### config.mk
export PLATFORM = sky130hd
export DESIGN_NAME = lrc_ctrl
export DESIGN_NICKNAME = d
export VERILOG_FILES = /design/src/rtl/core/lrc_pkg.sv /design/src/rtl/core/lrc_ctrl.sv
export SDC_FILE = /design/constraint.sdc
export NUM_CORES = 1
export LEC_CHECK = 0
export CORE_AREA = 2 2 39 41
export CTS_CLUSTER_DIAMETER = 30
export CTS_CLUSTER_SIZE = 8
export DETAILED_ROUTE_END_ITERATION = 7
export DIE_AREA = 0 0 41 43
export DONT_BUFFER_PORTS = 1
export HOLD_SLACK_MARGIN = 0.12
export PLACE_DENSITY_LB_ADDON = 0.25
export SLEW_MARGIN = 10
export SYNTH_ARGS = -nofsm -noshare
export SYNTH_HDL_FRONTEND = slang
export SYNTH_SLANG_ARGS = --single-unit
### constraint.sdc
create_clock -name clk -period 1.4 [get_ports clk]
set_clock_uncertainty 0.2 [all_clocks]
set_input_delay 0.14 -clock clk [delete_from_list [all_inputs] [get_ports clk]]
set_output_delay 0.14 -clock clk [all_outputs]
set_load 0.005 [all_outputs]
### src/rtl/core/lrc_pkg.sv
// Shared types and constants for the LRU record cache.
package lrc_pkg;

    localparam int HASH_WORDS        = 8;
    localparam int WORD_W            = 64;
    localparam int INDEX_W           = 32;
    localparam int STAMP_W           = 64;
    localparam int SLOT_OUT_W        = 6;
    localparam int DEF_CACHE_ENTRIES = 64;

    localparam logic CMD_LOOKUP = 1'b0;
    localparam logic CMD_INSERT = 1'b1;

    typedef struct packed {
        logic              cmd;
        logic [WORD_W-1:0] hash_word_0;
        logic [WORD_W-1:0] hash_word_1;
        logic [WORD_W-1:0] hash_word_2;
        logic [WORD_W-1:0] hash_word_3;
        logic [WORD_W-1:0] hash_word_4;
        logic [WORD_W-1:0] hash_word_5;
        logic [WORD_W-1:0] hash_word_6;
        logic [WORD_W-1:0] hash_word_7;
        logic [INDEX_W-1:0] out_index;
        logic [WORD_W-1:0] record_in;
    } req_t;

    typedef struct packed {
        logic                  hit;
        logic [WORD_W-1:0]     record_out;
        logic                  evicted;
        logic [SLOT_OUT_W-1:0] slot_used;
    } rsp_t;

    // One cache slot: full key plus its record word.
    typedef struct packed {
        logic [HASH_WORDS-1:0][WORD_W-1:0] hash;
        logic [INDEX_W-1:0]                out_index;
        logic [WORD_W-1:0]                 record;
    } entry_t;

    typedef struct packed {
        logic load;
        logic scan;
        logic finish_hit;
        logic finish_miss;
    } ctl_cmd_t;

    typedef struct packed {
        logic empty;
        logic match;
        logic last;
    } ctl_sts_t;

    typedef enum logic [1:0] {
        ST_IDLE,
        ST_SCAN,
        ST_HIT,
        ST_MISS
    } state_t;

endpackage

### src/rtl/core/lrc_ctrl.sv
// Sequencer for the LRU record cache: accept, scan, then finish on hit or miss.
module lrc_ctrl (
    input  logic              clk,
    input  logic              rst_n,
    input  logic              start,
    output logic              busy,
    input  lrc_pkg::ctl_sts_t sts,
    output lrc_pkg::ctl_cmd_t cmd
);
    import lrc_pkg::*;

    state_t state_reg;
    state_t state_next;

    always_ff @(posedge clk or negedge rst_n)
    begin
        if (!rst_n)
        begin
            state_reg <= ST_IDLE;
        end
        else
        begin
            state_reg <= state_next;
        end
    end

    always_comb
    begin
        state_next      = state_reg;
        cmd             = '0;
        busy            = 1'b1;
        unique case (state_reg)
            ST_IDLE:
            begin
                busy = 1'b0;
                if (start)
                begin
                    cmd.load   = 1'b1;
                    state_next = ST_SCAN;
                end
            end
            ST_SCAN:
            begin
                cmd.scan = 1'b1;
                if (sts.empty)
                begin
                    state_next = ST_MISS;
                end
                else if (sts.match)
                begin
                    state_next = ST_HIT;
                end
                else if (sts.last)
                begin
                    state_next = ST_MISS;
                end
            end
            ST_HIT:
            begin
                cmd.finish_hit = 1'b1;
                state_next     = ST_IDLE;
            end
            ST_MISS:
            begin
                cmd.finish_miss = 1'b1;
                state_next      = ST_IDLE;
            end
            default:
            begin
                state_next = ST_IDLE;
            end
        endcase
    end

    a_accept_to_scan: assert property (@(posedge clk) disable iff (!rst_n)
        (start && !busy) |=> (state_reg == ST_SCAN))
        else $error("accepted word did not start a scan");

    a_one_action: assert property (@(posedge clk) disable iff (!rst_n)
        $onehot0({cmd.load, cmd.scan, cmd.finish_hit, cmd.finish_miss}))
        else $error("controller issued overlapping commands");

endmodule

======== Word level (Yosys, flattened, before mapping) ========
Index checks and enable logic that the tools add are counted.
operators by class
  equal/unequal tests ..................... 5
  multiplexer cells ....................... 11
  reductions and logical operators ........ 3
operator list
  cell                                                             number
  2-bit two-way mux                                                4
  1-bit two-way mux                                                6
  2-bit case mux with 3 select lines                               1
  2-bit == test, second input constant                             2
  4-bit != test, second input constant                             1
  2-bit by 1-bit == test with 1-bit output, second input constant  1
  2-bit zero test                                                  1
  2-bit != test, second input constant                             1
  2-bit AND reduction                                              1
  2-bit OR reduction                                               1
storage, ports and cells
  register bits ........................... 2
  bits of input ports ..................... 6
  logic and storage cells ................. 20

======== Logic depth before layout (Yosys ltp) ========
Gate-level depths: netlist of the first run.
  depth after elaboration ................. 4
  depth in mapped cells ................... 2
  mapped depth without buffers ............ 2

======== Worst setup path before layout of the first run ========
OpenSTA, ideal clock, no wires.
  kind .................................... register -> output
  start point ............................. register state_reg[1]
  end point ............................... output port cmd[3] (netlist bit)
  data arrival time ....................... 0.738 ns
  data required time ...................... 1.060 ns
  setup slack ............................. 0.322 ns
  stages on the path, launching flop included .. 3
  path buffers ............................ 0
  cells stage by stage .................... dfrtp_1 or2_1 nor2_1
RTL lines
  what                    line            text
  start, declared         lrc_ctrl.sv:12  state_t state_reg;
  start signal, assigned  lrc_ctrl.sv:23  state_reg <= state_next;
  end, declared           lrc_ctrl.sv:8   output lrc_pkg::ctl_cmd_t cmd

==> run_results.csv, run 1 <==
group,metric,value,unit
timing,hold_ws,0.171,ns
timing,layout_min_cycle_time,1.33,ns
setup_path,arrival,0.99,ns
setup_path,crit_type,"reg -> out",
floorplan,die-area,1760,µm²
floorplan,die_width,41,µm
placed_design,postPlaceCellArea,130,µm²
layout,largest_reg_flops,2,
logic_synthesis,syn_area,110,µm²
power,peakVddDrop,0.303,mV
clocking,clk_path_buf_depth,2,
setup_path,reg2reg_depth,2,
grt,grt_util_all_layers,5.23,%
power,power.density,1670,nW/µm²
timing,tightest_slew,0.222,ns
timing,hold_viol,0,
setup_path,startpoint_type,"flip-flop",
layout,syn2layout_area_growth,95.5,%
logic_synthesis,postSynthCellCount,12,
grt,grt_pass1_vias,137,
layout,finalInstanceArea,215,µm²
placed_design,io_buffers,0,
timing,rsz0062_at_grt,"false",
clocking,cts_htree_levels,1,
layout,mostFrequentLayoutCells,"dlygate4sd3_1 (6), clkbuf_4 (3), and2b_1 (2), inv_1 (2), dfrtp_1 (2)",
grt,grt_pass1_wl,531,µm
timing,fin_crit_sh,95.1,%
setup_path,cp.required,1.06,ns
logic_synthesis,yosysSeqAreaShare,45.5,%
setup_path,critPathMaxFanout,5,
clocking,cts.sinks,2,
clocking,clk_latency,0.22,ns
clocking,cts_tree,"yes",
setup_path,cp_slowest_stage_delay,0.39,ns
detailed_routing,routed_wl,333,µm
setup_path,slowest_stage,"dfrtp_1",
flow_run,max_cap_violations,0,
logic_synthesis,netlist.top_cell.by_area,"dfrtp_1",
layout,finalNetCount,29,
detailed_routing,drc_errors,0,
logic_synthesis,synthesis.nets,18,
floorplan,die_h,43,µm
detailed_routing,wl_per_cell,9.00,µm
setup_path,path_cells,"or2_1 -> nor2_2",
worst_hold_path,hold_path.class,"in -> out",
placed_design,dp_hpwl,263,µm
logic_synthesis,yosys-top-cells-area,"dfrtp_1 (45%), and2b_1 (14%), a311oi_1 (8.0%), o31a_1 (8.0%), inv_1 (6.8%)",
floorplan,rows,14,
floorplan,initial_core_util,7.96,%
detailed_routing,viasPerCell,3.30,
setup_path,cp-end-kind,"output port",
grt,antenna_found_initial,0,
setup_path,reg2reg_slack,0.35,ns
power,p_total,0.359,mW
grt,overflow,0,
placed_design,place_congestion,0.566,
logic_synthesis,ys_ff_latch,2,
floorplan,core-area,1380,µm²
clocking,path_clk_slew,0.03,ns
layout,antenna_cells,0,
detailed_routing,firstDrtPassIters,4,
layout,final_common_cell,"dlygate4sd3_1",
floorplan,ioPinCount,11,
status,outcome,"finished, final reports clean",
worst_hold_path,hold_depth,2,
clocking,cts_made_buffers,3,
detailed_routing,drtIter0Drc,5,
logic_synthesis,yosysTopAreaCellShare,45.5,%
layout,drive_gt1_share,19.0,%
clocking,cts_root_buffer,"clkbuf_4",
detailed_routing,ant_nets,0,
power,leakagePower,0.0971,nW
logic_synthesis,yosys_warnings,0,
timing,final_max_slew_viol_count,0,
timing,fmaxAchievable,751,MHz
timing,finalSetupTns,0,ns
timing,finalSetupViolCount,0,
clocking,postCtsSetupBuffers,0,
logic_synthesis,syn_avg_cell_area,9.18,µm²
grt,grt_start_max_net_pins,7,
detailed_routing,vias,122,
logic_synthesis,synth_cell_type_count,8,
timing,slew-limit-headroom,85.1,%
==> what timing repair did <==
item	4_1_cts	5_1_grt
endpoints found under the hold margin	4	0
hold buffers	6	0
resized for setup	0	1
setup endpoints to repair	0	1
==> per-layer routing <==
layer / track usage (%) / vias to the layer above / share of wire [%]
li1: - / 57 / -
met1: 6.45 / 54 / 51
met2: 4.06 / 11 / 29
met3: 5.24 / 0 / 20
met4: 6.00 / 0 / 0
met5: 0 / - / 0
==> stage by stage <==
step | cells | setup slack, ns | utilization [%]
CTS | 37 | 0.0324 | 15.4
global placement | 28 | 0.279 | 9.40
global route | 37 | 0.00783 | 15.6
floorplan | 12 | 0.322 | -
finish | 37 | 0.0683 | 15.6
detailed placement | 28 | 0.276 | 9.40
==> cells by family (layout without fill, tap and decap cells) <==
family | after synthesis | in the layout | share of synthesized area [%]
buf+inv | 2 | 11 | 6.82
simple gates | 6 | 6 | 31.8
compound gates | 2 | 2 | 15.9
flops | 2 | 2 | 45.5
==> Yosys cell counts <==
master / instances
nor2_1: 2
dfrtp_1: 2
a311oi_1: 1
inv_1: 2
and2b_1: 2
o31a_1: 1
and2_1: 1
or2_1: 1
==> cell type report <==
cell class | instances | area [µm²]
timing repair buffer | 6 | 60.1
fill | 163 | 1170
tap | 16 | 20.0
inverter | 2 | 7.51
clock buffer | 3 | 22.5
multi-input combinational | 8 | 55.1
sequential | 2 | 50.0
==> power breakdown <==
| group | total [mW] | internal [mW] | leakage, nW | switching (mW) |
|---|---|---|---|---|
| clock network | 0.124 | 0.0943 | 0.0138 | 0.0297 |
| logic | 0.121 | 0.0630 | 0.0587 | 0.0577 |
| registers | 0.114 | 0.0856 | 0.0246 | 0.0283 |
| total | 0.359 | 0.243 | 0.0971 | 0.116 |
==> final timing paths <==
kind | startpoint | to
max in group asynchronous | rst_n | state_reg[0]$_DFFE_PN0P_
worst max register to register | state_reg[1]$_DFFE_PN0P_ | state_reg[1]$_DFFE_PN0P_
min in group asynchronous | rst_n | state_reg[1]$_DFFE_PN0P_
worst min register to register | state_reg[1]$_DFFE_PN0P_ | state_reg[0]$_DFFE_PN0P_
worst max-delay path | state_reg[1]$_DFFE_PN0P_ | cmd[3]
worst min-delay path | start | cmd[3]
==> critical path, delay by kind of cell (launching register included) <==
kind             cells  cell delay [ns]
DFF                  1             0.39
and+or+nand+nor      2             0.38
No activity file was read; power rests on OpenSTA's default activity.
==> inputs of run 2 (changes only) <==
--- a/config.mk
+++ b/config.mk
@@ -5,11 +5,11 @@
 export SDC_FILE = /design/constraint.sdc
 export NUM_CORES = 1
 export LEC_CHECK = 0
-export CORE_AREA = 2 2 39 41
+export CORE_AREA = 4 4 41 43
 export CTS_CLUSTER_DIAMETER = 30
 export CTS_CLUSTER_SIZE = 8
 export DETAILED_ROUTE_END_ITERATION = 7
-export DIE_AREA = 0 0 41 43
+export DIE_AREA = 0 0 45 47
 export DONT_BUFFER_PORTS = 1
 export HOLD_SLACK_MARGIN = 0.12
 export PLACE_DENSITY_LB_ADDON = 0.25
==> constraint.sdc (replaced) <==
create_clock -name clk -period 1.5 [get_ports clk]
set_clock_uncertainty 0.2 [all_clocks]
set_input_delay 0.15 -clock clk [delete_from_list [all_inputs] [get_ports clk]]
set_output_delay 0.15 -clock clk [all_outputs]
set_load 0.005 [all_outputs]
==> run 2 against run 1 <==
First-iteration DRC count shrank 60%. Non-clock buffer count unchanged. Combinational power is 11% lower. Largest cell class unchanged.
==> run_results.csv, run 2 (synthesized netlist as in run 1, its figures left out) <==
group,metric,value,unit
layout,finalInstanceArea,211,µm²
clocking,cts_root_buffer,"clkbuf_4",
timing,finalSetupTns,0,ns
layout,finalNetCount,29,
placed_design,postPlaceCellArea,129,µm²
timing,fin_crit_sh,90.9,%
detailed_routing,drc_errors,0,
grt,grt_util_met2,3.95,%
floorplan,core-area,1300,µm²
worst_hold_path,hold_path.class,"in -> out",
grt,grt_util_all_layers,4.51,%
grt,grt_pass1_wl,510,µm
floorplan,initial_core_util,8.46,%
timing,hold_viol,0,
timing,final_max_slew_viol_count,0,
clocking,clk_latency,0.23,ns
detailed_routing,wl_per_cell,9.61,µm
setup_path,cp-end-kind,"output port",
timing,hold_ws,0.177,ns
flow_run,max_cap_violations,0,
power,power.density,1580,nW/µm²
floorplan,die-area,2120,µm²
clocking,cts_resized,0,
setup_path,cp_slowest_stage_delay,0.40,ns
detailed_routing,ant_nets,0,
detailed_routing,drtIter0Drc,2,
setup_path,critPathMaxFanout,6,
clocking,cts_tree,"yes",
layout,largest_reg_flops,2,
clocking,path_clk_slew,0.03,ns
power,combPwrFrac,32.4,%
power,peakVddDrop,0.187,mV
power,leakagePower,0.0972,nW
setup_path,arrival,1.01,ns
setup_path,crit_type,"reg -> out",
setup_path,reg2reg_slack,0.46,ns
grt,overflow,0,
grt,grt_start_max_net_pins,7,
power,netSwitchingFraction,32.5,%
setup_path,rr_endpoint,"state_reg[1]$_DFFE_PN0P_",
clocking,clk_path_buf_depth,2,
setup_path,worstReg2RegStart,"state_reg[1]$_DFFE_PN0P_",
detailed_routing,viasPerCell,3.33,
placed_design,place_ws,0.366,ns
power,p_int,0.226,mW
grt,busiest_layer,"met4",
clocking,cts.sinks,2,
placed_design,dpl.cell_count,27,
grt,antenna_found_initial,0,
grt,met1_usage,3.87,%
power,power_frac_seq,31.9,%
setup_path,startpoint_type,"flip-flop",
setup_path,cp.required,1.15,ns
floorplan,ioPinCount,11,
layout,antenna_cells,0,
detailed_routing,firstDrtPassIters,2,
grt,grt_pass1_vias,143,
layout,syn2layout_area_growth,92.0,%
setup_path,slowest_stage,"dfrtp_1",
setup_path,reg2reg_depth,2,
floorplan,die_h,47,µm
floorplan,die_width,45,µm
detailed_routing,vias,120,
clocking,cts_made_buffers,3,
layout,fillCellCount,155,
setup_path,endpoint,"cmd[3]",
timing,fmaxAchievable,734,MHz
placed_design,place_congestion,0.674,
power,switchingPower,0.109,mW
layout,drive_gt1_share,14.3,%
layout,mostFrequentLayoutCells,"dlygate4sd3_1 (6), clkbuf_4 (3)",
timing,finalSetupViolCount,0,
placed_design,io_buffers,0,
setup_path,critPathLaunch,"state_reg[0]$_DFFE_PN0P_",
layout,fin_cells,36,
status,outcome,"finished, final reports clean",
timing,fin_ws,0.137,ns
timing,slew-limit-headroom,84.8,%
timing,rsz0062_at_grt,"false",
layout,final_common_cell,"dlygate4sd3_1",
timing,layout_min_cycle_time,1.36,ns
clocking,cts_htree_levels,1,
setup_path,path_cells,"or2_1 -> nor2_1",
grt,met3_usage,4.21,%
power,power_frac_clock,35.8,%
detailed_routing,routed_wl,346,µm
timing,tightest_slew,0.227,ns
placed_design,dp_hpwl,259,µm
floorplan,rows,13,
run 2: cell counts in the layout (fill, tap and decap cells not counted):
Identical to the previous run, type by type.
run 2: worst max-delay path: cells and delay by family, from the launching register on:
kind             cells  cell delay (ns)
and+or+nand+nor      2             0.38
DFF                  1             0.40
run 2: layer usage:
metal  vias to the layer above  share of wire (%)
li1                         57                  -
met1                        48                 41
met2                        13                 30
met3                         2                 24
met4                         0                4.3
met5                         -                  0
run 2: area by class of cell:
class	instances	area, µm²	share of cell area, %
inverters	2	7.51	3.55
flip-flops and latches	2	50.0	23.7
clock buffers	3	22.5	10.7
repair buffers	6	60.1	28.4
multi-input cells	8	52.6	24.9
well taps	15	18.8	8.88
run 2: worst min path at each step:
stage,startpoint,to,depth (start not counted)
finish,start,cmd[3],2
global placement,rst_n,state_reg[0]$_DFFE_PN0P_,0
CTS,start,cmd[3],2
floorplan,rst_n,state_reg[0]$_DFFE_PN0P_,0
detailed placement,rst_n,state_reg[1]$_DFFE_PN0P_,0
global route,start,cmd[3],2
run 2: power groups by stage:
| stage | Combinational (mW) | Clock, mW | Sequential, mW |
|---|---|---|---|
| global placement | 0.0955 | 0 | 0.104 |
| CTS | 0.110 | 0.128 | 0.107 |
| floorplan | 0.0822 | 0 | 0.101 |
| detailed placement | 0.0963 | 0 | 0.107 |
| global route | 0.117 | 0.130 | 0.113 |
| finish | 0.108 | 0.120 | 0.107 |
run 2: timing repair:
item	4_1_cts	5_1_grt
hold buffers	6	0
buffers inserted	0	0
hold endpoints to repair	4	0
run 2: through the flow:
step | total power, mW | util, %
final | 0.335 | 16.3
after global routing | 0.360 | 16.3
after CTS | 0.345 | 16.3
after detailed placement | 0.204 | 9.90
after global placement | 0.200 | 9.90
after floorplan | 0.183 | -
==> inputs of run 3 (changes only) <==
--- a/config.mk
+++ b/config.mk
@@ -5,11 +5,11 @@
 export SDC_FILE = /design/constraint.sdc
 export NUM_CORES = 1
 export LEC_CHECK = 0
-export CORE_AREA = 4 4 41 43
+export CORE_AREA = 2 2 39 41
 export CTS_CLUSTER_DIAMETER = 30
 export CTS_CLUSTER_SIZE = 8
 export DETAILED_ROUTE_END_ITERATION = 7
-export DIE_AREA = 0 0 45 47
+export DIE_AREA = 0 0 41 43
 export DONT_BUFFER_PORTS = 1
 export HOLD_SLACK_MARGIN = 0.12
 export PLACE_DENSITY_LB_ADDON = 0.25
==> run 3 against run 2 <==
Die area fell by 17%. Hold slack better by 0.013 ns. Via count increased by 2.5%. Largest cell class unchanged. Final area up 0.59%. Total power down 0.98%. Sequential cell count stayed put. Critical path depth did not move. Setup slack better by 0.0094 ns.
==> run_results.csv, run 3 (synthesized netlist as in run 1, its figures left out) <==
group,metric,value,unit
grt,overflow,0,
power,power_frac_clock,35.5,%
clocking,cts_htree_levels,1,
clocking,cts_made_buffers,3,
timing,finalSetupViolCount,0,
clocking,cts.sinks,2,
timing,fin_ws,0.146,ns
setup_path,critPathMaxFanout,6,
status,outcome,"finished, final reports clean",
floorplan,die-area,1760,µm²
setup_path,cp-end-kind,"output port",
timing,rsz0062_at_grt,"false",
detailed_routing,drc_errors,0,
placed_design,place_ws,0.372,ns
grt,grt_start_max_net_pins,7,
timing,finalSetupTns,0,ns
placed_design,dp_hpwl,248,µm
layout,fin_cells,37,
grt,grt_pass1_vias,134,
detailed_routing,wl_per_cell,9.19,µm
layout,finalNetCount,29,
power,p_int,0.226,mW
clocking,clk_latency,0.22,ns
layout,drive_gt1_share,14.3,%
layout,mostFrequentLayoutCells,"dlygate4sd3_1 (6), clkbuf_4 (3)",
power,switchingPower,0.105,mW
detailed_routing,routed_wl,340,µm
detailed_routing,drtIter0Drc,0,
clocking,clk_path_buf_depth,2,
placed_design,place_congestion,0.564,
floorplan,core-area,1380,µm²
grt,grt_util_all_layers,5.32,%
layout,syn2layout_area_growth,93.2,%
timing,tightest_slew,0.201,ns
placed_design,postPlaceCellArea,130,µm²
grt,antenna_found_initial,0,
floorplan,rows,14,
floorplan,die_width,41,µm
power,leakagePower,0.0972,nW
clocking,path_clk_slew,0.03,ns
setup_path,startpoint_type,"flip-flop",
timing,slew-limit-headroom,86.5,%
timing,layout_min_cycle_time,1.35,ns
detailed_routing,ant_nets,0,
grt,grt_pass1_wl,503,µm
layout,antenna_cells,0,
timing,hold_viol,0,
timing,fin_crit_sh,90.2,%
timing,fmaxAchievable,739,MHz
power,peakVddDrop,0.230,mV
layout,largest_reg_flops,2,
worst_hold_path,hold_path.class,"in -> out",
placed_design,dpl.cell_count,28,
power,power.density,1560,nW/µm²
detailed_routing,vias,123,
setup_path,crit_type,"reg -> out",
floorplan,initial_core_util,7.96,%
setup_path,cp.required,1.15,ns
power,combPwrFrac,32.5,%
layout,final_common_cell,"dlygate4sd3_1",
flow_run,max_cap_violations,0,
layout,fillCellCount,158,
setup_path,arrival,1.00,ns
layout,finalInstanceArea,213,µm²
detailed_routing,viasPerCell,3.32,
power,power_frac_seq,32.0,%
power,netSwitchingFraction,31.8,%
clocking,cts_tree,"yes",
floorplan,die_h,43,µm
timing,final_max_slew_viol_count,0,
placed_design,io_buffers,0,
floorplan,ioPinCount,11,
clocking,cts_root_buffer,"clkbuf_4",
detailed_routing,firstDrtPassIters,1,
==> run 3: through the flow <==
| stage | total power [mW] | hold slack, ns | utilization (%) |
|---|---|---|---|
| floorplan | 0.183 | -0.346 | - |
| global placement | 0.198 | -0.346 | 9.40 |
| detailed placement | 0.201 | -0.346 | 9.40 |
| CTS | 0.342 | 0.193 | 15.4 |
| global route | 0.364 | 0.217 | 15.4 |
| finish | 0.331 | 0.189 | 15.4 |
==> run 3: worst paths after layout <==
check,from,end,slack [ns],cells after the start
max,state_reg[0]$_DFFE_PN0P_,cmd[3],0.15,2
min,start,cmd[3],0.19,2
max reg2reg,state_reg[1]$_DFFE_PN0P_,state_reg[1]$_DFFE_PN0P_,0.45,2
min reg2reg,state_reg[1]$_DFFE_PN0P_,state_reg[0]$_DFFE_PN0P_,0.27,1
max in group asynchronous,rst_n,state_reg[1]$_DFFE_PN0P_,0.48,2
min in group asynchronous,rst_n,state_reg[0]$_DFFE_PN0P_,0.50,2
==> run 3: final cells by class <==
class                      instances  area, µm²  share of cell area, %
multi-input combinational          8       52.6                   24.7
timing repair buffer               6       60.1                   28.2
clock buffer                       3       22.5                   10.6
tap                               16       20.0                   9.41
sequential                         2       50.0                   23.5
inverter                           2       7.51                   3.53
==> run 3: repair_timing <==
action,4_1_cts,5_1_grt
setup buffers,0,0
resized for setup,0,0
hold buffers,6,0
endpoints found under the hold margin,4,0
==> run 3: critical path: stages, from the launching register on <==
cell and delay [ns]:
dfrtp_1 0.40, or2_1 0.25, nor2_1 0.13
==> run 3: power by group through the flow <==
stage               clock network (mW)  registers [mW]  logic, mW
floorplan                            0           0.101     0.0822
detailed placement                   0           0.107     0.0947
global placement                     0           0.104     0.0938
CTS                              0.127           0.106      0.109
finish                           0.118           0.106      0.108
global route                     0.128           0.111      0.124
==> run 3: per-layer routing <==
metal / part of all wire (%) / track usage [%]
met3: 24 / 6.81
met4: 0 / 6.00
met2: 28 / 4.69
met1: 48 / 5.13
met5: 0 / 0
